--- src/rtl/drs_pkg.sv ---
// shared types and constants of the delimited record scanner
// no dependencies; used by drs_regs, delimited_record_scanner and drs_checker
package drs_pkg;

    typedef enum logic [1:0] {
        KIND_START = 2'd0,
        KIND_DATA  = 2'd1,
        KIND_EOF   = 2'd2,
        KIND_RDERR = 2'd3
    } kind_t;

    localparam logic [2:0] ST_OK         = 3'd0;
    localparam logic [2:0] ST_BAD_HEADER = 3'd1;
    localparam logic [2:0] ST_END_NAME   = 3'd2;
    localparam logic [2:0] ST_EMPTY      = 3'd3;
    localparam logic [2:0] ST_READ_ERR   = 3'd4;

    localparam logic [1:0] REG_NAME_LIMIT    = 2'd0;
    localparam logic [1:0] REG_CONTENT_LIMIT = 2'd1;
    localparam logic [1:0] REG_ENTRY_LIMIT   = 2'd2;

    localparam logic [31:0] DELIM_WORD   = 32'h0A3E3E3E;
    localparam logic [16:0] DELIM_SIZE   = 17'd4;
    localparam logic [7:0]  NEWLINE_BYTE = 8'h0A;
    localparam logic [7:0]  MARK_BYTE    = 8'h3E;
    localparam logic [1:0]  HEADER_LEN   = 2'd3;
    localparam logic [31:0] OFFSET_INIT  = 32'd3;

    typedef struct packed {
        logic [7:0]  name_limit;
        logic [15:0] content_limit;
        logic [7:0]  entry_limit;
    } cfg_t;

    typedef struct packed {
        logic        entry_valid;
        logic [7:0]  entry_index;
        logic [31:0] name_start;
        logic [7:0]  name_length;
        logic [31:0] content_start;
        logic [15:0] content_length;
        logic        done_res;
        logic [2:0]  status;
        logic [7:0]  total_entries;
    } res_t;

endpackage

--- src/rtl/delimited_record_scanner.sv ---
// top level of the delimited record scanner: scan state, per-byte logic, result register
// depends on drs_pkg and drs_regs
//
// Takes one stream beat per cycle (start, data byte, end of file, read error) and reports
// each kept record, and the end of the scan, as one result beat. Every beat goes through
// compare, counter and shift logic that updates the scan state and loads any result into the
// result register, so the block sustains one input beat per clock. A result waits there;
// the input keeps being taken while it is free or being drained in the same cycle.
// Limits are set through the register port: name length limit at 0x0, content length limit
// at 0x4, entry limit at 0x8; change them only while the scanner is idle.
module delimited_record_scanner
    import drs_pkg::*;
(
    input  logic        clk,
    input  logic        rst_n,
    input  logic        psel,
    input  logic        penable,
    input  logic        pwrite,
    input  logic [3:0]  paddr,
    input  logic [31:0] pwdata,
    output logic [31:0] prdata,
    output logic        pready,
    input  logic        item_valid,
    output logic        item_ready,
    input  logic [1:0]  kind,
    input  logic [7:0]  data_byte,
    output logic        res_valid,
    input  logic        res_ready,
    output logic        entry_valid,
    output logic [7:0]  entry_index,
    output logic [31:0] name_start,
    output logic [7:0]  name_length,
    output logic [31:0] content_start,
    output logic [15:0] content_length,
    output logic        done_res,
    output logic [2:0]  status,
    output logic [7:0]  total_entries
);

    cfg_t cfg;

    drs_regs u_regs (
        .clk     (clk),
        .rst_n   (rst_n),
        .psel    (psel),
        .penable (penable),
        .pwrite  (pwrite),
        .paddr   (paddr),
        .pwdata  (pwdata),
        .prdata  (prdata),
        .pready  (pready),
        .cfg     (cfg)
    );

    logic [1:0]  header_count_reg, header_count_next;
    logic [31:0] recent_bytes_reg, recent_bytes_next;
    logic        in_name_reg, in_name_next;
    logic [31:0] byte_offset_reg, byte_offset_next;
    logic [31:0] name_start_reg, name_start_next;
    logic [7:0]  name_length_reg, name_length_next;
    logic [31:0] content_start_reg, content_start_next;
    logic [16:0] content_length_reg, content_length_next;
    logic [7:0]  entry_count_reg, entry_count_next;
    logic        finished_reg, finished_next;
    logic        res_valid_reg;
    res_t        res_reg;

    res_t        res_new;
    logic        has_res;
    logic        accept;
    logic [31:0] shifted;
    logic [7:0]  nl_inc;
    logic [16:0] cl_inc;
    logic [16:0] cl_trim;
    logic [16:0] cl_limit;
    logic [7:0]  count_inc;
    logic        delim_hit;

    assign accept     = item_valid & item_ready;
    assign item_ready = ~res_valid_reg | res_ready;
    assign shifted    = {recent_bytes_reg[23:0], data_byte};
    assign cl_limit   = {1'b0, cfg.content_limit};
    assign count_inc  = entry_count_reg + 8'd1;
    assign nl_inc     = (name_length_reg < cfg.name_limit) ? name_length_reg + 8'd1
                                                           : name_length_reg;
    assign cl_inc     = (content_length_reg <= cl_limit) ? content_length_reg + 17'd1
                                                         : content_length_reg;
    assign cl_trim    = (cl_inc < DELIM_SIZE) ? 17'd0 : cl_inc - DELIM_SIZE;
    assign delim_hit  = ~in_name_reg & (shifted == DELIM_WORD);

    always_comb
    begin
        header_count_next   = header_count_reg;
        recent_bytes_next   = recent_bytes_reg;
        in_name_next        = in_name_reg;
        byte_offset_next    = byte_offset_reg;
        name_start_next     = name_start_reg;
        name_length_next    = name_length_reg;
        content_start_next  = content_start_reg;
        content_length_next = content_length_reg;
        entry_count_next    = entry_count_reg;
        finished_next       = finished_reg;
        res_new             = '0;
        has_res             = 1'b0;

        if (kind == KIND_START)
        begin
            header_count_next   = 2'd0;
            recent_bytes_next   = 32'd0;
            in_name_next        = 1'b1;
            byte_offset_next    = OFFSET_INIT;
            name_start_next     = OFFSET_INIT;
            name_length_next    = 8'd0;
            content_start_next  = 32'd0;
            content_length_next = 17'd0;
            entry_count_next    = 8'd0;
            finished_next       = 1'b0;
        end
        else if (!finished_reg)
        begin
            if (header_count_reg < HEADER_LEN)
            begin
                if (kind == KIND_DATA && data_byte == MARK_BYTE)
                begin
                    header_count_next = header_count_reg + 2'd1;
                    recent_bytes_next = shifted;
                end
                else
                begin
                    finished_next         = 1'b1;
                    has_res               = 1'b1;
                    res_new.done_res      = 1'b1;
                    res_new.status        = ST_BAD_HEADER;
                    res_new.total_entries = entry_count_reg;
                end
            end
            else if (kind == KIND_RDERR)
            begin
                finished_next         = 1'b1;
                has_res               = 1'b1;
                res_new.done_res      = 1'b1;
                res_new.status        = ST_READ_ERR;
                res_new.total_entries = entry_count_reg;
            end
            else if (kind == KIND_EOF)
            begin
                finished_next         = 1'b1;
                has_res               = 1'b1;
                res_new.done_res      = 1'b1;
                res_new.total_entries = entry_count_reg;
                if (in_name_reg)
                begin
                    res_new.status = ST_END_NAME;
                end
                else if (content_length_reg == 17'd0 || name_length_reg == 8'd0)
                begin
                    res_new.status = ST_EMPTY;
                end
                else
                begin
                    res_new.status = ST_OK;
                    if (content_length_reg <= cl_limit)
                    begin
                        res_new.entry_valid    = 1'b1;
                        res_new.entry_index    = entry_count_reg;
                        res_new.name_start     = name_start_reg;
                        res_new.name_length    = name_length_reg;
                        res_new.content_start  = content_start_reg;
                        res_new.content_length = content_length_reg[15:0];
                        res_new.total_entries  = count_inc;
                        entry_count_next       = count_inc;
                    end
                end
            end
            else
            begin
                // data byte inside the records
                recent_bytes_next = shifted;
                byte_offset_next  = byte_offset_reg + 32'd1;
                if (in_name_reg)
                begin
                    name_length_next = nl_inc;
                end
                else
                begin
                    content_length_next = cl_inc;
                end

                if (delim_hit)
                begin
                    if (cl_inc <= cl_limit && (cl_trim == 17'd0 || name_length_reg == 8'd0))
                    begin
                        finished_next         = 1'b1;
                        has_res               = 1'b1;
                        res_new.done_res      = 1'b1;
                        res_new.status        = ST_EMPTY;
                        res_new.total_entries = entry_count_reg;
                    end
                    else
                    begin
                        if (cl_inc <= cl_limit)
                        begin
                            has_res                = 1'b1;
                            res_new.entry_valid    = 1'b1;
                            res_new.entry_index    = entry_count_reg;
                            res_new.name_start     = name_start_reg;
                            res_new.name_length    = name_length_reg;
                            res_new.content_start  = content_start_reg;
                            res_new.content_length = cl_trim[15:0];
                            res_new.total_entries  = count_inc;
                            entry_count_next       = count_inc;
                        end
                        if (entry_count_next >= cfg.entry_limit)
                        begin
                            finished_next         = 1'b1;
                            has_res               = 1'b1;
                            res_new.done_res      = 1'b1;
                            res_new.status        = ST_OK;
                            res_new.total_entries = entry_count_next;
                        end
                        else
                        begin
                            name_start_next     = byte_offset_reg + 32'd1;
                            name_length_next    = 8'd0;
                            content_start_next  = 32'd0;
                            content_length_next = 17'd0;
                            in_name_next        = 1'b1;
                        end
                    end
                end
                else if (in_name_reg && data_byte == NEWLINE_BYTE)
                begin
                    in_name_next       = 1'b0;
                    name_length_next   = (nl_inc != 8'd0) ? nl_inc - 8'd1 : 8'd0;
                    content_start_next = byte_offset_reg + 32'd1;
                end
            end
        end
    end

    always_ff @(posedge clk or negedge rst_n)
    begin
        if (!rst_n)
        begin
            header_count_reg   <= 2'd0;
            recent_bytes_reg   <= 32'd0;
            in_name_reg        <= 1'b1;
            byte_offset_reg    <= OFFSET_INIT;
            name_start_reg     <= OFFSET_INIT;
            name_length_reg    <= 8'd0;
            content_start_reg  <= 32'd0;
            content_length_reg <= 17'd0;
            entry_count_reg    <= 8'd0;
            finished_reg       <= 1'b1;
        end
        else if (accept)
        begin
            header_count_reg   <= header_count_next;
            recent_bytes_reg   <= recent_bytes_next;
            in_name_reg        <= in_name_next;
            byte_offset_reg    <= byte_offset_next;
            name_start_reg     <= name_start_next;
            name_length_reg    <= name_length_next;
            content_start_reg  <= content_start_next;
            content_length_reg <= content_length_next;
            entry_count_reg    <= entry_count_next;
            finished_reg       <= finished_next;
        end
    end

    // result register
    always_ff @(posedge clk or negedge rst_n)
    begin
        if (!rst_n)
        begin
            res_valid_reg <= 1'b0;
        end
        else if (accept && has_res)
        begin
            res_valid_reg <= 1'b1;
        end
        else if (res_ready)
        begin
            res_valid_reg <= 1'b0;
        end
    end

    always_ff @(posedge clk)
    begin
        if (accept && has_res)
        begin
            res_reg <= res_new;
        end
    end

    assign res_valid      = res_valid_reg;
    assign entry_valid    = res_reg.entry_valid;
    assign entry_index    = res_reg.entry_index;
    assign name_start     = res_reg.name_start;
    assign name_length    = res_reg.name_length;
    assign content_start  = res_reg.content_start;
    assign content_length = res_reg.content_length;
    assign done_res       = res_reg.done_res;
    assign status         = res_reg.status;
    assign total_entries  = res_reg.total_entries;

endmodule

--- src/rtl/drs_regs.sv ---
// configuration registers of the delimited record scanner behind an apb-style port
// depends on drs_pkg
module drs_regs
    import drs_pkg::*;
(
    input  logic        clk,
    input  logic        rst_n,
    input  logic        psel,
    input  logic        penable,
    input  logic        pwrite,
    input  logic [3:0]  paddr,
    input  logic [31:0] pwdata,
    output logic [31:0] prdata,
    output logic        pready,
    output cfg_t        cfg
);

    cfg_t cfg_reg;
    logic wr_en;

    assign pready = 1'b1;
    assign wr_en  = psel & penable & pwrite;
    assign cfg    = cfg_reg;

    always_ff @(posedge clk or negedge rst_n)
    begin
        if (!rst_n)
        begin
            cfg_reg.name_limit    <= 8'd32;
            cfg_reg.content_limit <= 16'd4096;
            cfg_reg.entry_limit   <= 8'd16;
        end
        else if (wr_en)
        begin
            unique case (paddr[3:2])
                REG_NAME_LIMIT:    cfg_reg.name_limit    <= pwdata[7:0];
                REG_CONTENT_LIMIT: cfg_reg.content_limit <= pwdata[15:0];
                REG_ENTRY_LIMIT:   cfg_reg.entry_limit   <= pwdata[7:0];
                default:           ;
            endcase
        end
    end

    always_comb
    begin
        unique case (paddr[3:2])
            REG_NAME_LIMIT:    prdata = {24'd0, cfg_reg.name_limit};
            REG_CONTENT_LIMIT: prdata = {16'd0, cfg_reg.content_limit};
            REG_ENTRY_LIMIT:   prdata = {24'd0, cfg_reg.entry_limit};
            default:           prdata = 32'd0;
        endcase
    end

endmodule

--- config.mk ---
export PLATFORM = sky130hd
export DESIGN_NAME = delimited_record_scanner
export DESIGN_NICKNAME = d
export VERILOG_FILES = /design/src/rtl/drs_pkg.sv /design/src/rtl/delimited_record_scanner.sv /design/src/rtl/drs_regs.sv
export SDC_FILE = /design/constraint.sdc
export NUM_CORES = 1
export LEC_CHECK = 0
export BUFFER_PORTS_ARGS = -buffer_cell sky130_fd_sc_hd__buf_2
export CORE_ASPECT_RATIO = 0.9
export CORE_MARGIN = 3
export CORE_UTILIZATION = 59
export CTS_CLUSTER_DIAMETER = 50
export DETAILED_ROUTE_END_ITERATION = 10
export GPL_ROUTABILITY_DRIVEN = 0
export PLACE_DENSITY = 0.78
export SLEW_MARGIN = 15
export SYNTH_ARGS = -nofsm -noshare
export SYNTH_HDL_FRONTEND = slang
export SYNTH_SLANG_ARGS = --single-unit
--- constraint.sdc ---
create_clock -name clk -period 11.4 [get_ports clk]
set_input_delay 0.57 -clock clk [delete_from_list [all_inputs] [get_ports clk]]
set_output_delay 0.57 -clock clk [all_outputs]
set_load 0.01 [all_outputs]
== Word level (Yosys, flattened, before mapping) ==
Index checks and enable logic that the tools add are counted.
Word-level totals
  input port bits: 53
  flip-flop bits (word level): 299
  output and inout port bits: 144
Cells by class
  eq/ne operators: 20
  $add $sub $neg: 7
  reductions and logical operators: 29
  multiplexer cells: 118
  order comparisons: 6
  bitwise operators: 7
Operators by type and width (number)
  $mux 32: 22
  $mux 97: 5
  $mux 8: 31
  $mux 109: 2
  $mux 17: 11
  $mux 24: 6
  $mux 12: 5
  $pmux 16 s3: 1
  $le 17x16->1: 2
  $logic_not 17->1: 2
  $add 32x1->32 const B: 1
  $eq 32x28->1 const B: 1
  $mux 1: 29
  $add 17x1->17 const B: 1
  $lt 17x3->1 const B: 1
  $sub 17x3->17 const B: 1
  $add 8x1->8 const B: 2
  $reduce_and 8->1: 2
  $ne 3x3->1 const B: 5
  $mux 2: 5
  $ne 2x2->1 const B: 5
  $reduce_and 5->1: 2
  $eq 8x4->1 const B: 1
  $eq 8x6->1 const B: 1
  25 further kinds: 43

== Depth between registers and ports, before layout ==
Gate-level depths: netlist (run 1).
  depth in word-level cells: 25
  gate-level depth with buffers: 37
  gate-level depth less buffers: 33

== Cells and area by module ==
Synthesis (run 1) repeated with hierarchy kept, for this count alone.
Second synthesis, totals
  cells, all modules: 1708
  area, all modules: 16933.7 um2
By module, submodules not included
  delimited_record_scanner: cells an instance 1582, area an instance 15300.9 um2, times used 1
  drs_regs: cells an instance 126, area an instance 1632.8 um2, times used 1

== Least setup slack after synthesis (run 1) ==
OpenSTA, ideal clock, no wires.
  path kind: register to register
  start: register u_regs.cfg_reg (netlist bit u_regs.cfg[20])
  end: register res_reg (netlist bit content_length[0]) (enable)
  period minus slack after synthesis: 8.381 ns
  data arrival time: 7.918 ns
  setup slack: 3.019 ns
  stages on the path, launching flop included: 33
  cells stage by stage: dfstp_2 -> inv_1 -> ha_1 -> a21o_1 -> a211oi_1 -> and3_1 -> buf_2 -> nand3_2 -> a21oi_1 -> xor2_1 -> ha_1 -> a21o_1 -> a21oi_1 -> nor2b_1 -> o21ai_0 -> nand2_1 -> or2_2 -> a31o_2 -> inv_1 -> buf_1 -> ha_1 -> ha_1 -> nand2b_1 -> a21o_1 -> a21o_1 -> a21oi_1 -> nor2b_1 -> o21ai_0 -> a21oi_1 -> nor2_1 -> nor2_1 -> o211ai_1 -> inv_1
Between the ends
  cells in the longest elaborated chain, start to end: 21
  elaborated cells on any way between the ends: 28
  classes of those cells: add/sub: 1; order compare: 4; mux: 19; reduce/logical: 4
Ends and longest elaborated chain
  from (decl): RTL line drs_regs.sv:18  | cfg_t cfg_reg;
  $le 17x16->1: RTL line delimited_record_scanner.sv:86  | assign cl_inc = (content_length_reg <= cl_limit) ? content_length_reg + 17'd1
  $mux 17: RTL line delimited_record_scanner.sv:86
  $le 17x16->1: RTL line delimited_record_scanner.sv:191, delimited_record_scanner.sv:201
  $mux 8: RTL line delimited_record_scanner.sv:201  | if (cl_inc <= cl_limit)
  $mux 8: RTL line delimited_record_scanner.sv:191  | if (cl_inc <= cl_limit && (cl_trim == 17'd0 || name_length_reg == 8'd0))
  $mux 8: RTL line delimited_record_scanner.sv:189  | if (delim_hit)
  $mux 8: RTL line delimited_record_scanner.sv:145  | else if (kind == KIND_EOF)
  $mux 8: RTL line delimited_record_scanner.sv:137  | else if (kind == KIND_RDERR)
  [5 not listed]
  $mux 1 (*): RTL line delimited_record_scanner.sv:191
  $mux 1 (*): RTL line delimited_record_scanner.sv:189
  $mux 1 (*): RTL line delimited_record_scanner.sv:145
  $mux 1 (*): RTL line delimited_record_scanner.sv:137
  $mux 1 (*): RTL line delimited_record_scanner.sv:121  | if (header_count_reg < HEADER_LEN)
  $mux 1 (*): RTL line delimited_record_scanner.sv:119  | else if (!finished_reg)
  $mux 1 (*): RTL line delimited_record_scanner.sv:106  | if (kind == KIND_START)
  $logic_and 1x1->1 (*): RTL line delimited_record_scanner.sv:290  | if (accept && has_res)
  to (signal assigned): RTL line delimited_record_scanner.sv:292  | res_reg <= res_new;
  to (decl): RTL line delimited_record_scanner.sv:66  | res_t res_reg;
Every way passes the cells marked *; elsewhere a longest branch is shown, timed or not. The select of a mux whose other input is x is not followed.
A chain may end at the register's enable or synchronous reset.

== Worst setup path in the final report (run 1) ==
  start: register content_length_reg[15]
  end: register res_reg (netlist bit content_start[31]) (enable)
Between the ends
  cells in the longest elaborated chain, start to end: 21
  elaborated cells on any way between the ends: 29
  classes of those cells: add/sub: 2; order compare: 4; mux: 19; reduce/logical: 4
Ends and longest elaborated chain
  from (decl): RTL line delimited_record_scanner.sv:62  | logic [16:0] content_length_reg, content_length_next;
  from (signal assigned): RTL line delimited_record_scanner.sv:265  | content_length_reg <= content_length_next;
  $add 17x1->17 or $le 17x16->1 (tied branches): RTL line delimited_record_scanner.sv:86
  $mux 17 (*): RTL line delimited_record_scanner.sv:86
  $le 17x16->1: RTL line delimited_record_scanner.sv:191, delimited_record_scanner.sv:201
  $mux 8: RTL line delimited_record_scanner.sv:201
  $mux 8: RTL line delimited_record_scanner.sv:191
  $mux 8: RTL line delimited_record_scanner.sv:189
  $mux 8: RTL line delimited_record_scanner.sv:145
  $mux 8: RTL line delimited_record_scanner.sv:137
  [5 not listed]
  $mux 1 (*): RTL line delimited_record_scanner.sv:191
  $mux 1 (*): RTL line delimited_record_scanner.sv:189
  $mux 1 (*): RTL line delimited_record_scanner.sv:145
  $mux 1 (*): RTL line delimited_record_scanner.sv:137
  $mux 1 (*): RTL line delimited_record_scanner.sv:121
  $mux 1 (*): RTL line delimited_record_scanner.sv:119
  $mux 1 (*): RTL line delimited_record_scanner.sv:106
  $logic_and 1x1->1 (*): RTL line delimited_record_scanner.sv:290
Marks and branches as above.

==> impl_metrics.ini, run 1 <==
[floorplanning]
start_util_pct = 60.5
rows = 57
die-area_sq_um = 29900
chipWidth_microns = 182
core_area_sq_um = 27200
die-height_microns = 164
num_io_pins = 197

[grt]
grt_use_total_pct = 29.0
grt_pass1_wl_mm = 70.3
grt_max_degree = 71
grt_pass1_vias = 13200
antenna_found_initial = 0
gr-total-overflow = 0

[logic_synthesis]
ys.flop_type = dfrtp_1
synth_xor_area_share_pct = 3.62
syn_avg_cell_area_sq_um = 9.62
synth-edff-count = 109
ys_seq_elements = 299
yosys-top-cells-area = dfrtp_1 28%, edfxtp_1 20%, o21ai_0 5.2%
netlist_instances = 1708
ys_warn_count = 0
netlist.area_leader.share_pct = 27.6
synth_fa_ha_area_share_pct = 4.64
yosysUniqueCellTypes = 74
yosysMostFrequentCell = nand2_1
seq_area_frac_synth_pct = 48.9
synthTopCellsByCount = 221 x nand2_1, 181 x dfrtp_1, 170 x o21ai_0
synth_top_family_by_area = simple AND/OR/NAND/NOR gates
synth_mux_area_share_pct = 1.67
synthArstFlopShare_pct = 63.5
syn_area_sq_um = 16400
synth-compound-area-share_pct = 17.2
yosys.area_share.simple_pct = 19.1
synth_top_cell_by_area = dfrtp_1

[clock_network]
cts.sinks = 299
postCtsHoldBufs = 0
root_buffer = clkbuf_16
cts-htree-levels = 2
cts_tree = built
clock_latency_ps = 510
cts_buffers = 35
cts.repair.resized = 0
cts_buffer_depth = 3
cts_setup_buffers = 0
clk_pin_slew_ps = 60

[setup_path]
start_kind = flop
crit_fanout = 67
crit_required_ps = 11550
cp-end-kind = flop
slowest_stage = inv_4
setup.worst_path.class = reg2reg
slowest_delay_ps = 710
worstPathArrival_ps = 9270

[drt]
ant_nets = 0
routed_wl_mm = 44.5
wl_per_cell_microns = 20.3
vias_per_cell = 6.33
routed-via-count = 13900
dr.pass1.iters = 7
drtIter0Drc = 1671
route.detailed.drc = 0

[sta]
rsz0062_at_grt = false
setup_violations = 0
drv_slew = 0
timing.fmax_mhz = 110
setup_tns_ps = 0
skew_ps = 12.0
finalHoldViolCount = 0
tightest_slew_ps = 1030
fin_crit_sh_pct = 80.0
timing.hold.ws_ps = 8.26
relSlewSlack_pct = 30.9
period_needed_ps = 9120

[final_layout]
nets = 1930
area_delta_synth_final_pct = 12.6
drive_gt1_share_pct = 15.0
stdcell_count = 2197
diodes = 0
final_area_sq_um = 18500

[placement]
numPortBuffers = 161
hpwl_mm = 30.1
placed_cells = 2133
post_dp_cell_area_sq_um = 17300

[power]
vdd_ir_drop_max_v = 0.000114
p_per_area_nw_per_um2 = 171
p_leak_nw = 7.99
finalPower_mw = 3.16

[job]
cap_violations = 0

[outcome]
status = complete, no violations

[hold_path]
hp-class = in2async
## power by group
group / switching (mW) / internal (mW) / total, mW
Sequential: 0.102 / 1.21 / 1.31
Clock: 0.454 / 0.664 / 1.12
Combinational: 0.459 / 0.266 / 0.725
## cell type report
class                           instances  area [sq um]
Sequential cell                       299          8040
Fill cell                            2089          8660
Inverter                               66           250
Timing Repair Buffer                  177           932
Multi-Input combinational cell       1237          7680
Clock buffer                           46           988
Tap cell                              354           443
Clock inverter                         18           179
## cells in the final DEF (no fill, tap or decap), types with 11 or more instances in the layout
master and n:
xnor2_1 38, nand2b_1 12, o2bb2ai_1 59, buf_4 16, nand3_1 55, inv_1 64, nand2_1 220, o21ai_0 170
clkbuf_16 36, a22oi_1 12, ha_1 61, conb_1 17, and3_1 31, dfrtp_1 181, xor2_1 30, buf_2 160
a21o_1 15, a31oi_1 17, edfxtp_1 109, nand4_1 28, and2_1 89, o211ai_1 14, a21oi_1 61, nor3_1 38
and4_1 11, nor2_1 87, mux2i_1 15, mux2_2 11
## metrics by stage
| stage | utilization (%) | setup WS (ps) |
|---|---|---|
| floorplan | - | 3020 |
| global placement | 63.8 | 2860 |
| detailed placement | 63.8 | 2630 |
| CTS | 68.1 | 2580 |
| finish | 68.1 | 2280 |
| global route | 68.1 | 1830 |
## final timing paths
check                                        from                     to  slack (ps)  depth (start not counted)
setup / recovery           content_length_reg[15]      content_start[31]        2280                         30
hold / removal                              rst_n     entry_count_reg[3]           8                          1
setup reg to reg           content_length_reg[15]      content_start[31]        2280                         30
hold reg to reg             content_start_reg[18]  content_start_reg[18]         480                          1
max in group asynchronous                   rst_n     name_length_reg[0]       10010                          2
min in group clk                       pwdata[12]         u_regs.cfg[20]         260                          3
## logic make-up after synthesis
logic type                 after synthesis
AOI/OAI and AO/OA                      435
and+or+nand+nor                        630
buffers and inverters                  187
adders and majority gates               61
DFF                                    299
other                                    2
xor gates and xnor gates                68
muxes                                   26
## routing by layer
metal,GRT usage (%),vias up,share of wire [%]
met5,0,-,0
met2,43.5,755,43
met3,4.87,146,9.6
li1,-,6340,-
met4,9.97,0,3.4
met1,43.2,6656,44
## critical path: cells and delay by family (launching register included)
family,cells,cell delay [ps]
AND/OR/NAND/NOR,10,1840
AO/OA/AOI/OAI,12,2880
XOR/XNOR,1,330
adder cells (fa/ha/maj),4,1290
buffers and inverters,3,1750
flip-flops,1,610
Note: power is estimated with default switching activity, not from simulation.
==> inputs of run 2 (changes only) <==
ABC_AREA = 1   (was default)
CORE_UTILIZATION = 54   (was 59)
PLACE_DENSITY = 0.75   (was 0.78)
clock period = 8.02 ns   (was 11.4 ns; I/O delays follow)
==> run 2 against run 1 <==
  * Clock-buffer cell count up 2
  * Final cell count rose by 21%
  * Largest power group is now combinational cells
  * Sequential share of layout area decreased by 1.4 points
==> impl_metrics.ini, run 2 <==
[outcome]
status = complete, no violations

[setup_path]
crit_required_ps = 8450
crit_fanout = 64
slowest_delay_ps = 690
path_common_cell = nand2_1
start_kind = flop
critical_path.startpoint = u_regs.cfg[20]
cp-end-kind = flop
setup.worst_path.class = reg2reg
worstPathArrival_ps = 7680
path_buf_inv = 5
worst_path_dominant_cell_family = simple AND/OR/NAND/NOR gates
rr_startpoint = u_regs.cfg[20]
slowest_stage = buf_4

[final_layout]
area_delta_synth_final_pct = 13.2
nets = 2341
final_cell_mix = 420 x nand2_1, 308 x inv_1, 227 x nor2_1
final_common_cell = nand2_1
nFillCells = 2648
diodes = 0
postLayoutCoreUtil_pct = 63.0
drive_gt1_share_pct = 14.7

[sta]
timing.fmax_mhz = 138
fin_crit_sh_pct = 90.4
rsz0062_at_grt = false
skew_ps = 18.8
period_needed_ps = 7250
setup_violations = 0
setup_tns_ps = 0
tightest_slew_ps = 1120
relSlewSlack_pct = 25.2
finalHoldViolCount = 0
drv_slew = 0

[logic_synthesis]
netlist_instances = 2089
synthTopCellsByCount = 420 x nand2_1, 308 x inv_1, 228 x nor2_1
ys_warn_count = 0
syn_area_sq_um = 16900
synthArstFlopShare_pct = 63.5
netlist.area_leader.share_pct = 26.8
yosys-top-cells-area = dfrtp_1 27%, edfxtp_1 19%, nand2_1 9.3%
ys_seq_elements = 299
ys.flop_type = dfrtp_1
seq_area_frac_synth_pct = 47.5
synth-edff-count = 109
yosysUniqueCellTypes = 53
yosysMostFrequentCell = nand2_1
syn_avg_cell_area_sq_um = 8.10
synth_top_cell_by_area = dfrtp_1

[drt]
dr.pass1.iters = 6
vias_per_cell = 5.44
route.detailed.drc = 0
ant_nets = 0
routed-via-count = 14500
routed_wl_mm = 42.3
wl_per_cell_microns = 15.9
drtIter0Drc = 1555

[clock_network]
clock_latency_ps = 520
root_buffer = clkbuf_16
cts_setup_buffers = 0
cts-htree-levels = 2
cts.repair.resized = 0
clk_pin_slew_ps = 60
cts_tree = built
cts.sinks = 299
cts_buffers = 36
cts_buffer_depth = 3
postCtsHoldBufs = 1

[job]
cap_violations = 0

[grt]
antenna_found_initial = 0
grt_pass1_vias = 13500
gr-total-overflow = 0
grt_max_degree = 74
grt_pass1_wl_mm = 68.8
grt_use_total_pct = 25.1

[floorplanning]
core_area_sq_um = 30400
rows = 60
die-height_microns = 174
start_util_pct = 55.6
num_io_pins = 197
die-area_sq_um = 33500
chipWidth_microns = 193

[power]
p_leak_nw = 8.66
p_per_area_nw_per_um2 = 336
vdd_ir_drop_max_v = 0.000232

[placement]
hpwl_mm = 29.6
numPortBuffers = 161

[hold_path]
hp-class = in2reg
holdCritStartpoint = pwdata[12]
==> run 2: changes by cell type after synthesis, moves of 27 or more <==
cell,delta
o2bb2ai_1,-59
o21ai_2,+27
o21ai_1,+44
clkbuf_1,-44
nor2_1,+141
and3_1,-29
and2_1,-88
nand3_1,+80
nand2_1,+199
inv_1,+243
xnor2_1,-37
==> run 2: cells by family after synthesis <==
kind of cell	Yosys count	synth area share, %
AND/OR/NAND/NOR	927	24.0
XOR/XNOR	49	2.54
other	2	0.0444
AO/OA/AOI/OAI	339	11.1
adder cells (fa/ha/maj)	61	4.51
flip-flops	299	47.5
buffers and inverters	412	10.3
==> run 2: final cells by class <==
| type | instances | area, sq um | share of cell area, % |
|---|---|---|---|
| Sequential cell | 299 | 8040 | 42.0 |
| Multi-Input combinational cell | 1393 | 7230 | 37.8 |
| Inverter | 322 | 1210 | 6.31 |
| Clock buffer | 48 | 1010 | 5.26 |
| Timing Repair Buffer | 175 | 945 | 4.94 |
| Tap cell | 403 | 504 | 2.63 |
| Clock inverter | 17 | 206 | 1.08 |
==> run 2: path summary, 6_finish.rpt <==
check / slack (ps) / to / depth (start not counted)
min reg2reg: 480 / name_start_reg[1] / 2
max reg2reg: 770 / name_start_reg[3] / 36
min in group asynchronous: 440 / entry_count_reg[5] / 2
max: 770 / name_start_reg[3] / 36
max in group asynchronous: 6240 / content_length_reg[4] / 3
min: 140 / u_regs.cfg[20] / 3
==> run 2: metal layers <==
| metal | vias to the layer above | GRT usage [%] | routed length, microns | part of all wire, % |
|---|---|---|---|---|
| met2 | 593 | 39.2 | 18900 | 45 |
| li1 | 7035 | - | - | - |
| met4 | 0 | 7.44 | 1150 | 2.7 |
| met5 | - | 0 | 0 | 0 |
| met3 | 95 | 3.85 | 3140 | 7.4 |
| met1 | 6736 | 36.4 | 19100 | 45 |
==> run 2: power by group <==
part,internal [mW],total [mW],switching (mW)
Clock,0.994,1.64,0.650
Sequential,1.89,2.21,0.321
Combinational,0.837,2.58,1.74
Total,3.72,6.43,2.71
==> run 2: tightest hold or removal path: stages <==
cell,delay [ps]
buf_2,100
nor2_1,90
a21oi_1,50
==> run 2: through the flow <==
step           instances  worst slack [ps]  total power, mW  cell area (sq um)  hold WS, ps
5_1_grt             2657               152             6.92              19100          152
3_3_place_gp        2591              1160             4.63              17900          406
6_report            2657               771             6.43              19100          136
3_5_place_dp        2591               952             4.74              17900          410
4_1_cts             2657               913             6.41              19100          113
2_1_floorplan       2104               479             4.10              17000          105
==> inputs of run 3 (changes only) <==
CELL_PAD_IN_SITES_DETAIL_PLACEMENT = 2   (was default)
CELL_PAD_IN_SITES_GLOBAL_PLACEMENT = 2   (was default)
CORE_UTILIZATION = 32   (was 54)
PLACE_DENSITY = 0.74   (was 0.75)
==> run 3 against run 2 <==
  * Critical path type unchanged
  * Largest power group unchanged
  * Sequential power barely moved
  * Global-route usage fell by 4.1 points
  * Via count rose by 2.7%
  * Hold slack got worse by 59 ps
==> impl_metrics.ini, run 3 (same netlist as run 2, synthesis figures left out) <==
[sta]
setup_tns_ps = 0
skew_ps = 22.8
relSlewSlack_pct = 31.7
drv_slew = 0
fin_crit_sh_pct = 87.9
timing.fmax_mhz = 142
rsz0062_at_grt = false
period_needed_ps = 7050
tightest_slew_ps = 1020
finalHoldViolCount = 0
setup_violations = 0
setup_ws_ps = 967

[clock_network]
cts.sinks = 299
cts-htree-levels = 2
cts_buffer_depth = 3
root_buffer = clkbuf_16
clk_pin_slew_ps = 60
clock_latency_ps = 580
cts_setup_buffers = 0
cts_tree = built
cts_buffers = 42

[floorplanning]
chipWidth_microns = 248
start_util_pct = 32.5
die-area_sq_um = 55700
die-height_microns = 224
rows = 79
core_area_sq_um = 52000
num_io_pins = 197

[grt]
grt_pass1_vias = 16500
grt_pass1_wl_mm = 92.7
antenna_found_initial = 0
grt_max_degree = 90
grt_use_total_pct = 21.0
gr-total-overflow = 0

[outcome]
status = complete, no violations

[final_layout]
multi_input_area_sq_um = 7240
nFillCells = 5937
postLayoutCoreUtil_pct = 38.1
nets = 2356
stdcell_count = 2964
final_common_cell = nand2_1
final_cell_mix = 419 x nand2_1, 308 x inv_1, 227 x nor2_1
diodes = 0
register_area_sq_um = 8040
drive_gt1_share_pct = 15.7
area_delta_synth_final_pct = 17.1

[drt]
ant_nets = 0
drtIter0Drc = 707
wl_per_cell_microns = 19.5
dr.pass1.iters = 4
routed_wl_mm = 57.9
route.detailed.drc = 0
vias_per_cell = 5.01
routed-via-count = 14800

[setup_path]
cp-end-kind = flop
path_common_cell = nand2_1
setup.worst_path.class = reg2reg
path_buf_inv = 7
crit_fanout = 64
worst_path_dominant_cell_family = simple AND/OR/NAND/NOR gates
worstPathArrival_ps = 7540
crit_required_ps = 8500
slowest_delay_ps = 510
slowest_stage = dfstp_2
start_kind = flop

[placement]
pre_cts_slack_ps = 417
placed_cells = 2885
hpwl_mm = 41.6
numPortBuffers = 161

[power]
vdd_ir_drop_max_v = 0.000155
finalPower_mw = 6.96
p_leak_nw = 8.81
p_per_area_nw_per_um2 = 351

[job]
cap_violations = 0

[hold_path]
hp-class = in2reg
==> run 3: cell types whose count changed in the layout (fill, tap and decap cells not counted), sizes merged <==
cell,delta
buf,+8
inv,+6
clkinvlp,+4
clkbuf,+3
clkinv,+1
==> run 3: final timing paths <==
check                                     startpoint                    to  slack (ps)  depth (start not counted)
max in group asynchronous                      rst_n  recent_bytes_reg[16]        5470                          4
worst max-delay path                  u_regs.cfg[20]    name_start_reg[24]         970                         39
worst min register to register  content_start_reg[1]  content_start_reg[1]         470                          2
worst min-delay path                      pwdata[12]        u_regs.cfg[20]          80                          3
worst max register to register        u_regs.cfg[20]    name_start_reg[24]         970                         39
min in group asynchronous                      rst_n    entry_count_reg[6]         510                          2
==> run 3: worst min-delay path, cell delays in order <==
cell     delay, ps
buf_2           90
nor2_1          90
a21oi_1         50
==> run 3: repair_timing <==
item                       4_1_cts  5_1_grt
setup endpoints to repair        0       95
hold endpoints to repair        84        0
hold buffers                     1        0
resized for setup                0        4
==> run 3: final cells by class <==
type,instances,area share (%)
multi-input cells,1393,36.5
well taps,688,4.34
clock buffers,50,5.82
flip-flops and latches,299,40.6
clock inverters,28,1.45
inverters,322,6.12
repair buffers,184,5.16
==> run 3: per-stage QoR <==
stage                     hold WS, ps  area (sq um)
after floorplan                   105         17000
after global placement            465         18400
after detailed placement          464         18400
after CTS                        48.4         19800
after global routing             80.4         19800
final                            76.9         19800
==> run 3: layer usage <==
layer	global-route usage, %	part of all wire, %
met1	27.8	46
met2	36.2	48
met3	2.78	3.0
met4	5.58	2.2
met5	0	0
==> run 3: power by group <==
group / internal (mW) / total [mW] / switching, mW / leakage, nW
Sequential: 1.89 / 2.23 / 0.337 / 3.48
Clock: 1.14 / 1.92 / 0.774 / 0.696
Combinational: 0.867 / 2.81 / 1.95 / 4.63
